===== config.mk =====
export PLATFORM = sky130hd
export DESIGN_NAME = stack_with_search_and_delete
export DESIGN_NICKNAME = d
export VERILOG_FILES = /design/src/sv/sws_pkg.sv /design/src/sv/stack_with_search_and_delete.sv /design/src/sv/sws_ram.sv /design/src/sv/sws_ctrl.sv /design/src/sv/sws_dpath.sv
export SDC_FILE = /design/constraint.sdc
export NUM_CORES = 1
export LEC_CHECK = 0
export BUFFER_PORTS_ARGS = -buffer_cell sky130_fd_sc_hd__buf_2
export CAP_MARGIN = 10
export CORE_MARGIN = 5
export CORE_UTILIZATION = 62
export CTS_CLUSTER_DIAMETER = 100
export DETAILED_ROUTE_END_ITERATION = 6
export PLACE_DENSITY = 0.79
export SLEW_MARGIN = 20
export SYNTH_ARGS = -nofsm -noshare
export SYNTH_HDL_FRONTEND = slang
export SYNTH_SLANG_ARGS = --single-unit

===== constraint.sdc =====
create_clock -name clk -period 4.75 [get_ports clk]
set_clock_uncertainty 0.05 [all_clocks]
set_input_delay 0.2375 -clock clk [delete_from_list [all_inputs] [get_ports clk]]
set_output_delay 0.2375 -clock clk [all_outputs]
set_load 0.02 [all_outputs]

===== src/sv/sws_pkg.sv =====
// Shared types and codes for the stack with search and delete.
`timescale 1ns / 1ps
package sws_pkg;

	localparam int ValueW = 32;
	localparam int FillW  = 5;

	typedef enum logic [1:0] {
		REQ_PUSH   = 2'd0,
		REQ_DELETE = 2'd1,
		REQ_SEARCH = 2'd2
	} req_t;

	typedef enum logic [1:0] {
		ST_OK       = 2'd0,
		ST_NOTFOUND = 2'd1,
		ST_EMPTY    = 2'd2,
		ST_FULL     = 2'd3
	} status_t;

	typedef enum logic [1:0] {
		IDX_HOLD,
		IDX_TOP,
		IDX_DEC,
		IDX_INC
	} idx_op_t;

	typedef enum logic [2:0] {
		S_IDLE,
		S_DECODE,
		S_SCAN,
		S_SHIFT,
		S_REPORT
	} state_t;

	typedef struct packed {
		logic    latch_in;
		idx_op_t idx_op;
		logic    rd_up;
		logic    wr_push;
		logic    wr_shift;
		logic    cnt_inc;
		logic    cnt_dec;
		logic    set_status;
		status_t status;
		logic    load_out;
	} ctl_cmd_t;

	typedef struct packed {
		req_t req;
		logic empty;
		logic full;
		logic match;
		logic top_hit;
		logic idx_zero;
		logic shift_last;
		logic out_free;
	} dp_stat_t;

endpackage


===== src/sv/stack_with_search_and_delete.sv =====
// Bounded LIFO of signed 32-bit values with search and delete by value.
// Usage:
//  Request channel (req_valid/req_stall, cmd, value): push, delete the
//  topmost entry equal to value, or search for value. cmd code 3 leaves the stack unchanged and is answered not found.
//  Response channel (rsp_valid/rsp_stall, status, fill_count): one response
//  per request, in order: ok/found, not found, empty or full, and the fill
//  count after the request.
//  One request is in work at a time; req_stall is low only while idle.
//  Steps from acceptance to rsp_valid rising, receiver not stalling:
//    push, or any request that needs no scan: decode, then report
//    search: decode, scan n entries from the top (n <= fill count), report
//    delete: as search, but m entries above the match move down before report
//  The next request is taken only after the response is loaded; the slowest,
//  deleting the bottom entry of a full stack, is set by the single read port
//  of the entry RAM: the scan and the close-up each move one entry per cycle.
//  A finished response waits in an output register while the next request is
//  taken; the following response is held back until that register is free.
//  Reset empties the stack and drops any pending response; RAM contents are
//  not cleared, as only entries below the fill count are ever read.
`timescale 1ns / 1ps
module stack_with_search_and_delete #(
	parameter int DEPTH = 16
) (
	input  logic                              clk,
	input  logic                              arst_n,
	input  logic                              req_valid,
	output logic                              req_stall,
	input  logic [1:0]                        cmd,
	input  logic signed [sws_pkg::ValueW-1:0] value,
	output logic                              rsp_valid,
	input  logic                              rsp_stall,
	output logic [1:0]                        status,
	output logic [sws_pkg::FillW-1:0]         fill_count
);
	import sws_pkg::*;

	ctl_cmd_t ctl_cmd;
	dp_stat_t dp_stat;

	sws_ctrl u_ctrl (
		.clk      (clk),
		.arst_n   (arst_n),
		.req_valid(req_valid),
		.req_stall(req_stall),
		.stat     (dp_stat),
		.cmd      (ctl_cmd)
	);

	sws_dpath #(
		.DEPTH(DEPTH)
	) u_dpath (
		.clk       (clk),
		.arst_n    (arst_n),
		.cmd_in    (cmd),
		.value_in  (value),
		.cmd       (ctl_cmd),
		.stat      (dp_stat),
		.rsp_valid (rsp_valid),
		.rsp_stall (rsp_stall),
		.status    (status),
		.fill_count(fill_count)
	);

endmodule


===== src/sv/sws_ram.sv =====
// Generic single write port RAM with a registered read port.
`timescale 1ns / 1ps
module sws_ram #(
	parameter int WIDTH = 32,
	parameter int DEPTH = 16,
	parameter int AW    = (DEPTH > 1) ? $clog2(DEPTH) : 1
) (
	input  logic             clk,
	input  logic             we,
	input  logic [AW-1:0]    waddr,
	input  logic [WIDTH-1:0] wdata,
	input  logic [AW-1:0]    raddr,
	output logic [WIDTH-1:0] rdata
);

	logic [WIDTH-1:0] mem_q [DEPTH];

	always_ff @(posedge clk) begin
		if (we) begin
			mem_q[waddr] <= wdata;
		end
		rdata <= mem_q[raddr];
	end

endmodule


===== src/sv/sws_ctrl.sv =====
// Controller state machine: sequences push, scan, close-up and report.
`timescale 1ns / 1ps
module sws_ctrl (
	input  logic              clk,
	input  logic              arst_n,
	input  logic              req_valid,
	output logic              req_stall,
	input  sws_pkg::dp_stat_t stat,
	output sws_pkg::ctl_cmd_t cmd
);
	import sws_pkg::*;

	state_t state_q, state_d;

	always_ff @(posedge clk or negedge arst_n) begin
		if (!arst_n) begin
			state_q <= S_IDLE;
		end else begin
			state_q <= state_d;
		end
	end

	always_comb begin
		state_d   = state_q;
		cmd       = '0;
		cmd.idx_op = IDX_HOLD;
		cmd.status = ST_OK;
		req_stall = (state_q != S_IDLE);
		case (state_q)
			S_IDLE: begin
				if (req_valid) begin
					cmd.latch_in = 1'b1;
					state_d      = S_DECODE;
				end
			end
			S_DECODE: begin
				cmd.set_status = 1'b1;
				state_d        = S_REPORT;
				case (stat.req)
					REQ_PUSH: begin
						if (stat.full) begin
							cmd.status = ST_FULL;
						end else begin
							cmd.wr_push = 1'b1;
							cmd.cnt_inc = 1'b1;
							cmd.status  = ST_OK;
						end
					end
					REQ_DELETE: begin
						if (stat.empty) begin
							cmd.status = ST_EMPTY;
						end else begin
							cmd.set_status = 1'b0;
							cmd.idx_op     = IDX_TOP;
							state_d        = S_SCAN;
						end
					end
					REQ_SEARCH: begin
						if (stat.empty) begin
							cmd.status = ST_NOTFOUND;
						end else begin
							cmd.set_status = 1'b0;
							cmd.idx_op     = IDX_TOP;
							state_d        = S_SCAN;
						end
					end
					default: begin
						cmd.status = ST_NOTFOUND;
					end
				endcase
			end
			S_SCAN: begin
				if (stat.match) begin
					if (stat.req != REQ_DELETE) begin
						cmd.set_status = 1'b1;
						cmd.status     = ST_OK;
						state_d        = S_REPORT;
					end else if (stat.top_hit) begin
						// top entry removed: nothing above to close up
						cmd.cnt_dec    = 1'b1;
						cmd.set_status = 1'b1;
						cmd.status     = ST_OK;
						state_d        = S_REPORT;
					end else begin
						cmd.rd_up = 1'b1;
						state_d   = S_SHIFT;
					end
				end else if (stat.idx_zero) begin
					cmd.set_status = 1'b1;
					cmd.status     = ST_NOTFOUND;
					state_d        = S_REPORT;
				end else begin
					cmd.idx_op = IDX_DEC;
				end
			end
			S_SHIFT: begin
				cmd.wr_shift = 1'b1;
				if (stat.shift_last) begin
					cmd.cnt_dec    = 1'b1;
					cmd.set_status = 1'b1;
					cmd.status     = ST_OK;
					state_d        = S_REPORT;
				end else begin
					cmd.idx_op = IDX_INC;
					cmd.rd_up  = 1'b1;
				end
			end
			S_REPORT: begin
				if (stat.out_free) begin
					cmd.load_out = 1'b1;
					state_d      = S_IDLE;
				end
			end
			default: begin
				state_d = S_IDLE;
			end
		endcase
	end

endmodule


===== src/sv/sws_dpath.sv =====
// Datapath: entry RAM, fill count, scan index, request and result registers.
`timescale 1ns / 1ps
module sws_dpath #(
	parameter int DEPTH = 16
) (
	input  logic                          clk,
	input  logic                          arst_n,
	input  logic [1:0]                    cmd_in,
	input  logic signed [sws_pkg::ValueW-1:0] value_in,
	input  sws_pkg::ctl_cmd_t             cmd,
	output sws_pkg::dp_stat_t             stat,
	output logic                          rsp_valid,
	input  logic                          rsp_stall,
	output logic [1:0]                    status,
	output logic [sws_pkg::FillW-1:0]     fill_count
);
	import sws_pkg::*;

	localparam int AW = (DEPTH > 1) ? $clog2(DEPTH) : 1;
	localparam int CW = $clog2(DEPTH + 1);

	logic [1:0]        cmd_q;
	logic [ValueW-1:0] value_q;
	logic [CW-1:0]     count_q;
	logic [AW-1:0]     idx_q, idx_d;
	status_t           status_q;
	logic              out_valid_q;
	logic [1:0]        out_status_q;
	logic [FillW-1:0]  out_fill_q;

	logic              ram_we;
	logic [AW-1:0]     ram_waddr, ram_raddr;
	logic [ValueW-1:0] ram_wdata, ram_rdata;

	always_comb begin
		case (cmd.idx_op)
			IDX_TOP:  idx_d = AW'(count_q - CW'(1));
			IDX_DEC:  idx_d = idx_q - AW'(1);
			IDX_INC:  idx_d = idx_q + AW'(1);
			default:  idx_d = idx_q;
		endcase
	end

	// read one above the index while closing up the gap
	assign ram_raddr = cmd.rd_up ? (idx_d + AW'(1)) : idx_d;
	assign ram_we    = cmd.wr_push | cmd.wr_shift;
	assign ram_waddr = cmd.wr_shift ? idx_q : count_q[AW-1:0];
	assign ram_wdata = cmd.wr_shift ? ram_rdata : value_q;

	sws_ram #(
		.WIDTH(ValueW),
		.DEPTH(DEPTH)
	) u_ram (
		.clk  (clk),
		.we   (ram_we),
		.waddr(ram_waddr),
		.wdata(ram_wdata),
		.raddr(ram_raddr),
		.rdata(ram_rdata)
	);

	always_comb begin
		stat.req        = req_t'(cmd_q);
		stat.empty      = (count_q == '0);
		stat.full       = (count_q == CW'(DEPTH));
		stat.match      = (ram_rdata == value_q);
		stat.top_hit    = ((CW'(idx_q) + CW'(1)) == count_q);
		stat.idx_zero   = (idx_q == '0);
		stat.shift_last = (((CW+1)'(idx_q) + (CW+1)'(2)) >= (CW+1)'(count_q));
		stat.out_free   = !out_valid_q || !rsp_stall;
	end

	always_ff @(posedge clk or negedge arst_n) begin
		if (!arst_n) begin
			count_q     <= '0;
			out_valid_q <= 1'b0;
		end else begin
			if (cmd.cnt_inc) begin
				count_q <= count_q + CW'(1);
			end else if (cmd.cnt_dec) begin
				count_q <= count_q - CW'(1);
			end
			if (cmd.load_out) begin
				out_valid_q <= 1'b1;
			end else if (!rsp_stall) begin
				out_valid_q <= 1'b0;
			end
		end
	end

	always_ff @(posedge clk) begin
		if (cmd.latch_in) begin
			cmd_q   <= cmd_in;
			value_q <= value_in;
		end
		idx_q <= idx_d;
		if (cmd.set_status) begin
			status_q <= cmd.status;
		end
		if (cmd.load_out) begin
			out_status_q <= status_q;
			out_fill_q   <= FillW'(count_q);
		end
	end

	assign rsp_valid  = out_valid_q;
	assign status     = out_status_q;
	assign fill_count = out_fill_q;

endmodule

==> impl_summary.log <==
[metrics] arrival time worst endpoint: 4960 ps
[metrics] vias per cell: 6.361
[metrics] total gr overflow: 0
[metrics] area leader, netlist: edfxtp_1
[metrics] Ports: 47
[metrics] Final Max Tran Viols: 0
[metrics] required time of the critical path: 5140 ps
[metrics] largest net degree at the start of global routing: 117
[metrics] Initial Util: 0.6283
[metrics] number of enable flip-flop cells after synthesis: 555
[metrics] Nets: 1887
[metrics] Worst Path Max Fanout: 15
[metrics] final critical path time including I/O delays and setup: 4577 ps
[metrics] total count of hold-check failures in the final report: 0
[metrics] number of antenna violations at the first check in global routing: 0
[metrics] slew at the pin closest to its max-slew limit: 1143 ps
[metrics] type of the tightest min-delay check: in2reg
[metrics] row cnt: 72
[metrics] Layout Utilization: 0.7204
[metrics] H-tree depth: 2
[metrics] endpoint kind of the worst setup timing path: flip-flop
[metrics] via count: 15240
[metrics] mean cell area of the mapped netlist: 14.11 um^2
[metrics] Inserted Diodes: 0
[metrics] CTS tree: yes
[metrics] Total Die Area: 43320 um^2
[metrics] worst-case hold slack: 72.46 ps
[metrics] commonest cells in the netlist: edfxtp_1, nand2_1, nor2_1
[metrics] top_reg_cell synth: edfxtp_1
[metrics] number of warning messages in the yosys log: 0
[metrics] peak clock frequency supported by timing: 218.5 MHz
[metrics] sequential share of the synthesized area: 0.7236
[metrics] number of global-route vias before repair: 14860
[metrics] die outline width: 208.1 um
[metrics] DRC viols: 0
[metrics] combined global-route utilization of all metal layers: 0.2703
[metrics] register bit total from synthesis: 600
[metrics] core area: 38740 um^2
[metrics] setup violators final: 0
[metrics] nets in the synthesized netlist: 1781
[metrics] Port Buffer Count: 46
[metrics] 1st-pass router iterations: 7
[metrics] final worst path period share: 0.9635
[metrics] number of instances in the synthesized netlist: 1725
[metrics] RSZ-0062 raised after global routing: no
[metrics] first-pass GRT wire length: 89.39 mm
[metrics] area of the mapped netlist: 24340 um^2
[metrics] overall routed net length: 60.66 mm
[metrics] slew margin rel.: 0.2362
[metrics] Unique masters post-synth: 60
[metrics] iteration-0 DRC count of the detailed router: 2087
[metrics] number of buffers created by CTS: 56
[metrics] DIE HEIGHT: 208.1 um
[metrics] Critical Path Start Type: flip-flop
[metrics] Area contributors post-synth: edfxtp_1, mux2i_1, nand2_1
[metrics] worst setup path category: reg2reg
[metrics] clock input transition at the sequential cells of the worst setup and hold paths: 70 ps
[metrics] source-to-sink clock delay at the later pin of the worst-skew pair: 630 ps
[metrics] ratio of cells with drive above 1 in the final layout: 0.1284
[metrics] P&R area growth vs syn: 14.65%
[metrics] result of the run: complete, no violations
[metrics] Post-Route Setup TNS: 0 ps
[metrics] root buffer cell: clkbuf_16
[metrics] routability cong.: 0.8655
[metrics] number of antenna-violating nets in the routed design: 0
[metrics] fraction of synthesis flops using an asynchronous set or reset pin: 0.01500
[metrics] area share of the largest cell type after synthesis: 0.6847
[metrics] Final HPWL DP: 31.44 mm
[metrics] leading cell type by number of instances after synthesis: edfxtp_1
[metrics] number of maximum-capacitance violations: 0
[metrics] TritonCTS sink count: 600
[metrics] maximum root-to-sink buffer count: 3
[metrics] routed length per placed instance: 25.33 um
[worst max-delay path: stages (launching register included)]
cell and delay [ps]:
dfxtp_1 320, ha_1 310, ha_1 300, a21oi_1 130
o21ai_1 80, a21o_1 230, a211oi_4 350, fa_1 480
a21oi_1 130, mux2_4 190, ha_1 190, nand2_1 150
xnor2_4 380, clkbuf_16 300, nor2b_1 200, buf_4 280
a31oi_1 110, o21ai_1 110, a32oi_1 100
[through the flow]
stage | cell area, um^2 | worst slack (ps) | std cells
floorplan | 24340 | 649.5 | 1725
global placement | 25540 | 171.9 | 2249
detailed placement | 25540 | 65.30 | 2249
CTS | 27810 | 16.61 | 2390
global route | 27910 | 4.857 | 2395
finish | 27910 | 173.4 | 2395
[path summary, 6_finish.rpt]
| kind | endpoint | slack (ps) | startpoint | depth (start not counted) |
|---|---|---|---|---|
| min reg2reg | u_dpath.status[1] | 360 | u_dpath.status_q[1] | 0 |
| max reg2reg | u_dpath.u_ram.rdata[24] | 170 | u_dpath.idx_q[1] | 18 |
| min in group asynchronous | u_dpath.count_q[1] | 590 | arst_n | 3 |
| max in group asynchronous | u_dpath.count_q[4] | 3750 | arst_n | 3 |
| min | u_dpath.value_q[4] | 70 | req_valid | 3 |
| max | u_dpath.u_ram.rdata[24] | 170 | u_dpath.idx_q[1] | 18 |
[state kept, by name, indices dropped and copies added (netlist names)]
register             flops
u_dpath.cmd_q            2
u_dpath.u_ram.mem_q    512
u_dpath.status_q         2
u_dpath.u_ram.rdata     32
u_dpath.idx_q            4
u_dpath.status           2
u_dpath.value_q         32
u_ctrl.state_q           3
u_dpath.count_q          5
u_dpath.fill_count       5
u_dpath.rsp_valid        1
[layout by cell type, fill, tap and decap left out, types with 12 or more instances in the layout]
cell | netlist | final
buf_4 | 6 | 43
xnor2_1 | 41 | 39
nor2_4 | 0 | 17
clkbuf_16 | 0 | 57
dfxtp_1 | 36 | 35
mux2i_1 | 144 | 143
nor2_1 | 222 | 205
ha_1 | 17 | 17
o21ai_0 | 23 | 23
a32oi_1 | 16 | 16
o21ai_1 | 31 | 30
nand2_1 | 245 | 245
a31oi_1 | 21 | 20
o21bai_1 | 14 | 14
dlygate4sd3_1 | 0 | 37
a221o_1 | 14 | 14
inv_1 | 15 | 15
a221oi_1 | 25 | 24
o211ai_1 | 38 | 38
a221oi_2 | 11 | 12
nand3_1 | 70 | 70
edfxtp_1 | 555 | 555
a21oi_1 | 14 | 14
buf_2 | 36 | 46
[cells by family (layout without fill, tap and decap cells)]
kind of cell / after synthesis / after routing / share of synthesized area
AND/OR/NAND/NOR: 583 / 583 / 0.09927
AO/OA/AOI/OAI: 221 / 221 / 0.06899
multiplexers: 146 / 146 / 0.06030
flip-flops: 600 / 600 / 0.7236
XOR/XNOR: 49 / 49 / 0.01825
buffers and inverters: 108 / 260 / 0.02005
adder cells (fa/ha/maj): 18 / 18 / 0.009561
[final cells by class]
class,count,area (um^2)
Timing Repair Buffer,141,1202
Multi-Input combinational cell,1017,6482
Sequential cell,600,17610
Inverter,15,56.30
Clock inverter,30,364.1
Tap cell,518,648.1
Clock buffer,74,1539
Fill cell,2395,10830
[layer usage]
layer | global-route usage | share of wire | vias up
li1 | - | - | 6637
met1 | 0.3836 | 0.38 | 7410
met2 | 0.4305 | 0.47 | 1016
met3 | 0.04549 | 0.12 | 172
met4 | 0.09875 | 0.039 | 0
met5 | 0 | 0 | -
[what timing repair did]
item / CTS / global route
buffers inserted: 0 / 2
resized for setup: 0 / 9
endpoints found under the hold margin: 46 / 0
hold buffers: 37 / 0
endpoints found under the setup margin: 0 / 31
Power is left out: the tool's default activity adds up to more than one toggle a clock period on the data nets, which glitch-free logic cannot reach.
